## config.mk

```make
export PLATFORM = sky130hd
export DESIGN_NAME = bsrch_ctrl
export DESIGN_NICKNAME = d
export VERILOG_FILES = /design/src/design/bsrch_pkg.sv /design/src/design/bsrch_ctrl.sv
export SDC_FILE = /design/constraint.sdc
export NUM_CORES = 1
export LEC_CHECK = 0
export ABC_AREA = 1
export BUFFER_PORTS_ARGS = -buffer_cell sky130_fd_sc_hd__buf_4
export CAP_MARGIN = 10
export CORE_MARGIN = 2
export CORE_UTILIZATION = 30
export CTS_CLUSTER_DIAMETER = 50
export DETAILED_ROUTE_END_ITERATION = 8
export SLEW_MARGIN = 5
export SYNTH_ARGS = -nofsm -noshare
export SYNTH_HDL_FRONTEND = slang
export SYNTH_SLANG_ARGS = --single-unit
```

## constraint.sdc

```tcl
create_clock -name i_clk -period 2.4 [get_ports i_clk]
set_input_delay 0.36 -clock i_clk [delete_from_list [all_inputs] [get_ports i_clk]]
set_output_delay 0.36 -clock i_clk [all_outputs]
set_load 0.03 [all_outputs]
```

## src/design/bsrch_pkg.sv

```systemverilog
// Shared types and codes for the sorted table binary search block.
package bsrch_pkg;

    // Fixed field widths of the streaming and configuration ports.
    localparam int INDEX_W     = 8;
    localparam int KEY_IN_W    = 32;
    localparam int CFG_COUNT_W = 9;
    localparam int CFG_INDEX_W = 2;

    // Configuration register indexes.
    localparam logic [CFG_INDEX_W-1:0] CFG_ENTRY_COUNT    = 2'd0;
    localparam logic [CFG_INDEX_W-1:0] CFG_COMPARE_SIGNED = 2'd1;

    // Input item kinds.
    localparam logic ACT_WRITE  = 1'b0;
    localparam logic ACT_SEARCH = 1'b1;

    // Sequencer states.
    localparam logic [1:0] S_IDLE  = 2'd0;
    localparam logic [1:0] S_PROBE = 2'd1;
    localparam logic [1:0] S_WAIT  = 2'd2;
    localparam logic [1:0] S_DONE  = 2'd3;

    // One search result.
    typedef struct packed {
        logic [INDEX_W-1:0] match_index;
        logic               found;
    } t_result;

endpackage

```

## src/design/bsrch_ctrl.sv

```systemverilog
// Search sequencer: window registers, the shared key comparator and the result register.
module bsrch_ctrl #(
    parameter int TABLE_DEPTH = 256,
    parameter int KEY_WIDTH   = 32,
    parameter int ADDR_W      = 8,
    parameter int CNT_W       = 9
) (
    input  logic                                i_clk,
    input  logic                                i_rst_n,
    input  logic                                i_valid,
    output logic                                o_ready,
    input  logic                                i_action,
    input  logic [ADDR_W-1:0]                   i_slot,
    input  logic [KEY_WIDTH-1:0]                i_entry_key,
    input  logic [KEY_WIDTH-1:0]                i_search_key,
    input  logic [bsrch_pkg::CFG_COUNT_W-1:0]   i_entry_count,
    input  logic                                i_compare_signed,
    output logic                                o_we,
    output logic [ADDR_W-1:0]                   o_waddr,
    output logic [KEY_WIDTH-1:0]                o_wdata,
    output logic                                o_re,
    output logic [ADDR_W-1:0]                   o_raddr,
    input  logic [KEY_WIDTH-1:0]                i_rdata,
    output logic                                o_res_valid,
    input  logic                                i_res_ready,
    output bsrch_pkg::t_result                  o_result
);
    import bsrch_pkg::*;

    localparam int SAT_W = (CNT_W > CFG_COUNT_W) ? CNT_W : CFG_COUNT_W;

    logic [1:0]           r_state, n_state;
    logic [CNT_W-1:0]     r_start, n_start;
    logic [CNT_W-1:0]     r_count, n_count;
    logic [CNT_W-1:0]     r_probe, n_probe;
    logic [KEY_WIDTH-1:0] r_key, n_key;
    logic                 r_found, n_found;
    logic                 r_out_valid, n_out_valid;
    t_result              r_out, n_out;

    logic [SAT_W-1:0]     count_ext;
    logic [CNT_W-1:0]     count_sat;
    logic [CNT_W-1:0]     probe_pos;
    logic [KEY_WIDTH-1:0] sign_flip;
    logic [KEY_WIDTH-1:0] key_a;
    logic [KEY_WIDTH-1:0] key_b;
    logic                 key_lt;
    logic                 key_gt;
    logic [ADDR_W+INDEX_W-1:0] probe_wide;
    logic                 accept;

    assign count_ext = SAT_W'(i_entry_count);
    assign count_sat = (count_ext > SAT_W'(TABLE_DEPTH)) ? CNT_W'(TABLE_DEPTH)
                                                          : CNT_W'(count_ext);

    // The window invariant start + count <= depth keeps every probe in range.
    assign probe_pos = r_start + (r_count >> 1);

    // Signed compare is an unsigned compare with both sign bits flipped.
    assign sign_flip = {KEY_WIDTH{i_compare_signed}} & (KEY_WIDTH'(1) << (KEY_WIDTH - 1));
    assign key_a     = r_key ^ sign_flip;
    assign key_b     = i_rdata ^ sign_flip;
    assign key_lt    = key_a < key_b;
    assign key_gt    = key_a > key_b;

    assign probe_wide = {{INDEX_W{1'b0}}, r_probe[ADDR_W-1:0]};

    assign o_ready = (r_state == S_IDLE);
    assign accept  = i_valid && o_ready;

    assign o_we    = accept && (i_action == ACT_WRITE);
    assign o_waddr = i_slot;
    assign o_wdata = i_entry_key;
    assign o_re    = (r_state == S_PROBE) && (r_count != '0);
    assign o_raddr = probe_pos[ADDR_W-1:0];

    always_comb begin
        n_state     = r_state;
        n_start     = r_start;
        n_count     = r_count;
        n_probe     = r_probe;
        n_key       = r_key;
        n_found     = r_found;
        n_out       = r_out;
        n_out_valid = r_out_valid;

        if (r_out_valid && i_res_ready) begin
            n_out_valid = 1'b0;
        end

        case (r_state)
            S_IDLE: begin
                if (accept && (i_action == ACT_SEARCH)) begin
                    n_key   = i_search_key;
                    n_start = '0;
                    n_count = count_sat;
                    n_found = 1'b0;
                    n_state = S_PROBE;
                end
            end
            S_PROBE: begin
                if (r_count == '0) begin
                    n_found = 1'b0;
                    n_state = S_DONE;
                end else begin
                    n_probe = probe_pos;
                    n_state = S_WAIT;
                end
            end
            S_WAIT: begin
                if (key_lt) begin
                    n_count = r_count >> 1;
                    n_state = S_PROBE;
                end else if (key_gt) begin
                    n_start = r_probe + CNT_W'(1);
                    n_count = r_count - (r_count >> 1) - CNT_W'(1);
                    n_state = S_PROBE;
                end else begin
                    n_found = 1'b1;
                    n_state = S_DONE;
                end
            end
            S_DONE: begin
                if (!r_out_valid || i_res_ready) begin
                    n_out.found       = r_found;
                    n_out.match_index = r_found ? probe_wide[INDEX_W-1:0] : '0;
                    n_out_valid       = 1'b1;
                    n_state           = S_IDLE;
                end
            end
            default: begin
                n_state = S_IDLE;
            end
        endcase
    end

    always_ff @(posedge i_clk) begin
        if (!i_rst_n) begin
            r_state     <= S_IDLE;
            r_out_valid <= 1'b0;
        end else begin
            r_state     <= n_state;
            r_out_valid <= n_out_valid;
        end
    end

    always_ff @(posedge i_clk) begin
        r_start <= n_start;
        r_count <= n_count;
        r_probe <= n_probe;
        r_key   <= n_key;
        r_found <= n_found;
        r_out   <= n_out;
    end

    assign o_res_valid = r_out_valid;
    assign o_result    = r_out;

endmodule
```

==> results by group, run 1 <==
Drt
  • Post-DR wirelength/cell: 13.8 um
  • Post-route ant nets: 0
  • Total number of vias: 3397
  • Initial DRC Count: 117
  • TritonRoute pass-1 iters: 4
  • Via density: 4.47
  • DR DRC count: 0
  • Routed wire length: 10.5 mm

CTS
  • H-tree depth: 3
  • CTS buffer count: 9
  • Worst-path clk slew: 60 ps
  • CTS tree: yes
  • Worst-Skew Late Latency: 330 ps
  • Clk root buf: clkbuf_16
  • # clock sinks: 70
  • # hold bufs at CTS: 0
  • CTS Buffer Depth: 2

Critical path
  • CP max FO: 2
  • CP peak stage delay: 380 ps
  • Crit Path Class: reg -> out
  • Startpoint class of the critical path: flop
  • Crit path arrival time: 2060 ps
  • CP Cell Sequence: ha_1 > inv_1 > fa_2 > o21ai_2 > a21oi_1 > o21ai_1 > xor2_2 > buf_6
  • Worst path slowest cell: edfxtp_1
  • CP endpoint kind: primary output
  • Crit path required time: 2040 ps

Synth
  • Top cells by area, synth: edfxtp_1, ha_1, inv_1
  • Synth Cell Area: 4620 um2
  • Ys Warns: 0
  • Syn nets: 654
  • Mean Syn Cell Area: 9.61 um2
  • Most common cell in the synthesized netlist: inv_1
  • Syn Inst Count: 481
  • Most frequent cells after synthesis: inv_1, nand2_1, edfxtp_1, ha_1, buf_4
  • Yosys top cell area share: 43.5%
  • Number of flops mapped to enable cells by yosys: 67
  • Async set-reset flop share out of synthesis: 0%
  • Cell taking the most area after synthesis: edfxtp_1
  • Number of synthesized register bits: 70
  • Seq/Total Area, Yosys: 44.8%
  • Most common flop cell mapped by yosys: edfxtp_1
  • Library cells used by synthesis: 37

STA
  • Final Setup Violations: 2
  • Slew @ Worst Pin: 526 ps
  • Max frequency: 413 MHz
  • Final cycle utilization of the critical path: 101%
  • Fin worst setup slack: -20.9 ps
  • Max Slew Vio Count: 0
  • Setup_tns: -41.0 ps
  • RSZ-0062 raised after global routing: true
  • Layout Skew: 5.77 ps
  • Max_slew headroom: 64.9%
  • Clock period minus worst slack: 2420 ps
  • Final hold vios: 0

Global routing
  • GRT overflow: 0
  • First-pass GRT wire length: 16.9 mm
  • Largest net degree at the start of global routing: 33
  • Vias in the first global route: 3635
  • GRT Util Overall: 13.5%
  • Initial antenna violation count: 0

Place
  • Final Wtd Congestion: 0.822
  • Port bufs: 99
  • Hpwl dp: 8.55 mm
  • Place WS: -5.58 ps
  • Post-DP Area: 5390 um2

Pwr
  • P_sw: 1.36 mW
  • VDD IR max: 0.000348 V
  • PD cells: 730 nW/um2
  • Sequential fraction of design power: 37.1%
  • Switching Share: 32.2%
  • Clock network fraction of total power: 30.0%
  • Logic pwr share: 32.8%
  • Int Power: 2.87 mW
  • LEAKAGE: 2.77 nW

Floorplan
  • DIE WIDTH: 128 um
  • Num rows: 45
  • Die Height: 128 um
  • Core area: 15100 um2
  • Initial Utilization: 30.5%
  • Top-Level Pins: 180
  • Die Footprint: 16400 um2

Final layout
  • P&R area growth vs syn: 25.3%
  • Post-layout instance area: 5790 um2
  • Layout cells sized above 1: 30.6%
  • Nets: 740
  • Ant. Diodes: 0

Outcome
  • Outcome: finished, violations left
  • Failing checks: negative setup slack

Hold path
  • Hold crit path type: in -> reg

Job
  • Maxcap violations: 0
-- what timing repair did --
item                                   CTS  global route
resized for setup                       13             7
buffers inserted                         4             2
setup endpoints to repair                4            24
pin swaps                               11            12
endpoints found under the hold margin    0             0
-- cell families (layout without fill, tap and decap cells) --
group / Yosys count / after routing / share of synthesized area (%)
simple gates: 155 / 155 / 15.3
xor+xnor: 14 / 14 / 2.65
fa+ha+maj: 54 / 54 / 14.9
buf+inv: 132 / 223 / 14.4
flops: 70 / 70 / 44.8
compound gates: 56 / 56 / 7.91
-- per-stage QoR --
stage | power (mW) | hold slack, ps | utilization (%) | cells
after global routing | 4.49 | 185 | 38.2 | 760
after CTS | 4.25 | 184 | 38.0 | 758
after floorplan | 2.54 | 424 | - | 481
after global placement | 2.85 | 523 | 35.6 | 738
after detailed placement | 2.89 | 536 | 35.6 | 738
final | 4.23 | 198 | 38.2 | 760
-- metal layers --
layer / up-vias / track usage, % / part of all wire (%)
met1: 1538 / 15.6 / 43
met5: - / 0 / 0
met2: 93 / 21.6 / 46
met3: 47 / 2.55 / 4.9
met4: 0 / 11.4 / 6.5
li1: 1719 / - / -
-- flip-flops by register name, summed over array words and instances (netlist names) --
name and flops:
r_key 32, o_result 9, r_count 9, r_probe 8, r_start 8, r_state 2
o_res_valid 1, r_found 1
-- placed cells by master, fill, tap and decap left out, types with 7 or more instances in the layout --
cell / count
buf_4: 114
inv_1: 85
nand2_1: 78
edfxtp_1: 67
ha_1: 50
nand3_1: 25
nor2_1: 23
a21oi_1: 22
nand2_2: 9
clkbuf_16: 9
o21ai_0: 8
xor2_1: 7
-- power by group through the flow --
stage	Combinational (mW)	Clock, mW	Sequential, mW
detailed placement	1.30	0	1.59
finish	1.39	1.27	1.57
global route	1.54	1.36	1.58
floorplan	0.969	0	1.58
CTS	1.36	1.32	1.57
global placement	1.26	0	1.59
-- final timing paths --
kind	startpoint	end	slack, ps	cells after the start
max	r_count[1]$_DFFE_PP_	o_raddr[6]	-20	8
min	i_search_key[15]	r_key[15]$_DFFE_PP_	200	1
min reg2reg	r_probe[3]$_DFFE_PP_	o_result[4]$_SDFFCE_PN0P_	540	2
max reg2reg	r_count[1]$_DFFE_PP_	r_count[6]$_DFFE_PP_	130	13
-- layout make-up --
class / instances / area [um2]
clock buffers: 10 / 229
clock inverters: 6 / 52.6
fillers: 1478 / 9360
inverters: 88 / 330
multi-input cells: 279 / 1960
flip-flops and latches: 70 / 2070
well taps: 188 / 235
repair buffers: 119 / 912
-- worst max-delay path, delay by kind of cell, from the launching register on --
kind,cells,cell delay (ps)
flip-flops,1,380
adder cells (fa/ha/maj),2,530
buffers and inverters,2,210
XOR/XNOR,1,190
AO/OA/AOI/OAI,3,420
Note: power is estimated with default switching activity, not from simulation.
==> run 2, diff against run 1 <==
--- a/config.mk
+++ b/config.mk
@@ -9,9 +9,10 @@
 export BUFFER_PORTS_ARGS = -buffer_cell sky130_fd_sc_hd__buf_4
 export CAP_MARGIN = 10
 export CORE_MARGIN = 2
-export CORE_UTILIZATION = 30
+export CORE_UTILIZATION = 45
 export CTS_CLUSTER_DIAMETER = 50
 export DETAILED_ROUTE_END_ITERATION = 8
+export PLACE_DENSITY = 0.78
 export SLEW_MARGIN = 5
 export SYNTH_ARGS = -nofsm -noshare
 export SYNTH_HDL_FRONTEND = slang
==> run 2 against run 1 <==
- the flow still finishes with violations (negative setup slack)
- wire length down 2.2%
- non-clock buffer count up 7
- global-route usage up 5.7 points
- worst setup slack worse by 59 ps
- critical path depth up 1
- critical endpoint is now o_raddr[3]
- sequential power about the same
- utilization up 20 points
- highest routed layer unchanged
- total power down 2.9%
- clock-buffer cell count unchanged
- hold slack worse by 8.7 ps
- largest cell class unchanged
- via count up 1.7%
- largest power group unchanged
==> results by group, run 2 (synthesized netlist as in run 1, its figures left out) <==
Final layout
  • P&R area growth vs syn: 25.1% (was 25.3%)
  • Layout cells sized above 1: 33.9% (was 30.6%)
  • Most flops, register: r_key (unchanged)
  • Ant. Diodes: 0 (unchanged)
  • Nets: 747 (was 740)
  • Filler cells: 821 (was 1478)
  • Number of flip-flops in the largest register: 32 (unchanged)
  • Storage element area: 2070 um2 (unchanged)
  • Commonest non-fill, non-tap cell in the layout: buf_4 (unchanged)
  • Commonest cells after routing, fill and taps aside: buf_4, inv_1, nand2_1, edfxtp_1, ha_1 (unchanged)
  • Area of the multi-input gates: 2030 um2 (was 1960 um2)

STA
  • Max frequency: 403 MHz (was 413 MHz)
  • Max_slew headroom: 55.8% (was 64.9%)
  • Final Setup Violations: 4 (was 2)
  • Hold slack final: 190 ps (was 198 ps)
  • Fin worst setup slack: -79.5 ps (was -20.9 ps)
  • Final hold vios: 0 (unchanged)
  • RSZ-0062 raised after global routing: true (unchanged)
  • Slew @ Worst Pin: 661 ps (was 526 ps)
  • Layout Skew: 13.1 ps (was 5.77 ps)
  • Clock period minus worst slack: 2480 ps (was 2420 ps)
  • Final cycle utilization of the critical path: 103% (was 101%)
  • Setup_tns: -200 ps (was -41.0 ps)
  • Max Slew Vio Count: 0 (unchanged)

Drt
  • Post-route ant nets: 0 (unchanged)
  • Total number of vias: 3455 (was 3397)
  • DR DRC count: 0 (unchanged)
  • Initial DRC Count: 120 (was 117)
  • Via density: 4.85 (was 4.47)
  • Routed wire length: 10.3 mm (was 10.5 mm)
  • TritonRoute pass-1 iters: 4 (unchanged)
  • Post-DR wirelength/cell: 14.4 um (was 13.8 um)

Global routing
  • First-pass GRT wire length: 16.7 mm (was 16.9 mm)
  • GRT Util Overall: 19.2% (was 13.5%)
  • Initial antenna violation count: 0 (unchanged)
  • Largest net degree at the start of global routing: 33 (unchanged)
  • Vias in the first global route: 3548 (was 3635)
  • GRT overflow: 0 (unchanged)

CTS
  • H-tree depth: 3 (unchanged)
  • Worst-Skew Late Latency: 340 ps (was 330 ps)
  • Clk root buf: clkbuf_8 (was clkbuf_16)
  • CTS buffer count: 9 (unchanged)
  • CTS Buffer Depth: 2 (unchanged)
  • Worst-path clk slew: 80 ps (was 60 ps)
  • # clock sinks: 70 (unchanged)
  • CTS tree: yes (unchanged)

Pwr
  • PD cells: 710 nW/um2 (was 730 nW/um2)
  • VDD IR max: 0.000305 V (was 0.000348 V)
  • Final Power: 4.11 mW (was 4.23 mW)
  • LEAKAGE: 2.77 nW (about the same)

Place
  • Hpwl dp: 8.17 mm (was 8.55 mm)
  • Final Wtd Congestion: 0.780 (was 0.822)
  • Port bufs: 99 (unchanged)

Hold path
  • Hold crit path type: in -> reg (unchanged)

Floorplan
  • Num rows: 36 (was 45)
  • Initial Utilization: 46.8% (was 30.5%)
  • Die Height: 105 um (was 128 um)
  • Die Footprint: 11100 um2 (was 16400 um2)
  • Core area: 9860 um2 (was 15100 um2)
  • DIE WIDTH: 105 um (was 128 um)
  • Top-Level Pins: 180 (unchanged)

Critical path
  • Reg2Reg Setup Slack: 140 ps (was 130 ps)
  • Crit path required time: 2040 ps (about the same)
  • FF-to-FF End: r_count[7]$_DFFE_PP_ (was r_count[6]$_DFFE_PP_)
  • CP Buf/Inv Count: 5 (was 2)
  • Critical path depth: 9 (was 8)
  • Startpoint class of the critical path: flop (unchanged)
  • CP max FO: 4 (was 2)
  • Cell family with the largest share of critical-path delay: buffers and inverters (was adder cells)
  • Worst path slowest cell: edfxtp_1 (unchanged)
  • Crit Path Class: reg -> out (unchanged)
  • CP Cell Sequence: ha_4 > a21oi_2 > nand2_1 > buf_4 > buf_4 > buf_4 > buf_4 > xor2_2 > buf_6 (was ha_1 > inv_1 > fa_2 > o21ai_2 > a21oi_1 > o21ai_1 > xor2_2 > buf_6)
  • CP endpoint kind: primary output (unchanged)
  • CP endpoint: o_raddr[3] (was o_raddr[6])
  • Crit path arrival time: 2120 ps (was 2060 ps)
  • CP startpoint: r_count[3]$_DFFE_PP_ (was r_count[1]$_DFFE_PP_)
  • Worst reg-to-reg path cell count: 13 (unchanged)
  • Worst r2r src: r_count[3]$_DFFE_PP_ (was r_count[1]$_DFFE_PP_)
  • Worst path most repeated cell: buf_4
  • CP peak stage delay: 450 ps (was 380 ps)

Outcome
  • Failing checks: negative setup slack (unchanged)
  • Outcome: finished, violations left (unchanged)

Job
  • Maxcap violations: 0 (unchanged)
-- run 2: metrics by stage --
step                instances  instance area (um2)  util, %  setup WS, ps
finish                    712                 5780     58.6         -79.5
global route              712                 5780     58.6          -173
CTS                       707                 5660     57.3          -128
detailed placement        683                 5320     53.9          5.31
global placement          683                 5320     53.9          38.3
floorplan                 481                 4640        -          15.3
-- run 2: cell type report --
| class | instances | share of cell area [%] |
|---|---|---|
| inverters | 88 | 5.71 |
| clock inverters | 6 | 1.47 |
| flip-flops and latches | 70 | 35.8 |
| clock buffers | 10 | 2.21 |
| well taps | 133 | 2.88 |
| repair buffers | 126 | 16.8 |
| multi-input cells | 279 | 35.1 |
-- run 2: worst min path at each step --
stage                                 to            startpoint  slack [ps]  depth (start not counted)
2_1_floorplan      o_result[0]$_DFFE_PP_     r_found$_DFFE_PP_         420                          0
3_3_place_gp   o_result[4]$_SDFFCE_PN0P_  r_probe[3]$_DFFE_PP_         520                          2
3_5_place_dp   o_result[6]$_SDFFCE_PN0P_  r_probe[5]$_DFFE_PP_         520                          2
4_1_cts              r_key[24]$_DFFE_PP_      i_search_key[24]         170                          1
5_1_grt               r_key[3]$_DFFE_PP_       i_search_key[3]         160                          1
6_report              r_key[6]$_DFFE_PP_       i_search_key[6]         190                          1
-- run 2: metal layers --
layer	vias up	track usage [%]	share of wire (%)
li1	1726	-	-
met1	1558	21.2	39
met2	122	34.1	51
met3	49	4.51	5.2
met4	0	10.2	4.7
met5	-	0	0
-- run 2: power by group --
group          switching, mW  internal, mW
combinational          0.841         0.659
clock                  0.449         0.584
sequential            0.0800          1.49
total                   1.37          2.74
-- run 2: worst register-to-register path, stage by stage, from the launching register on --
cell	delay, ps
edfxtp_1	450
buf_4	170
buf_4	150
inv_1	90
ha_1	270
inv_2	90
nand3_1	60
nand3_1	140
nand2_1	80
nand3_1	80
xor2_1	210
nand2_2	80
o211ai_2	60
nand2_1	70
-- run 2: what timing repair did --
item                       in CTS  in global routing
setup buffers                   8                  5
pin swaps                      10                 17
hold buffers                    0                  0
hold endpoints to repair        0                  0
gates resized for setup        15                 24
setup endpoints to repair       4                 29
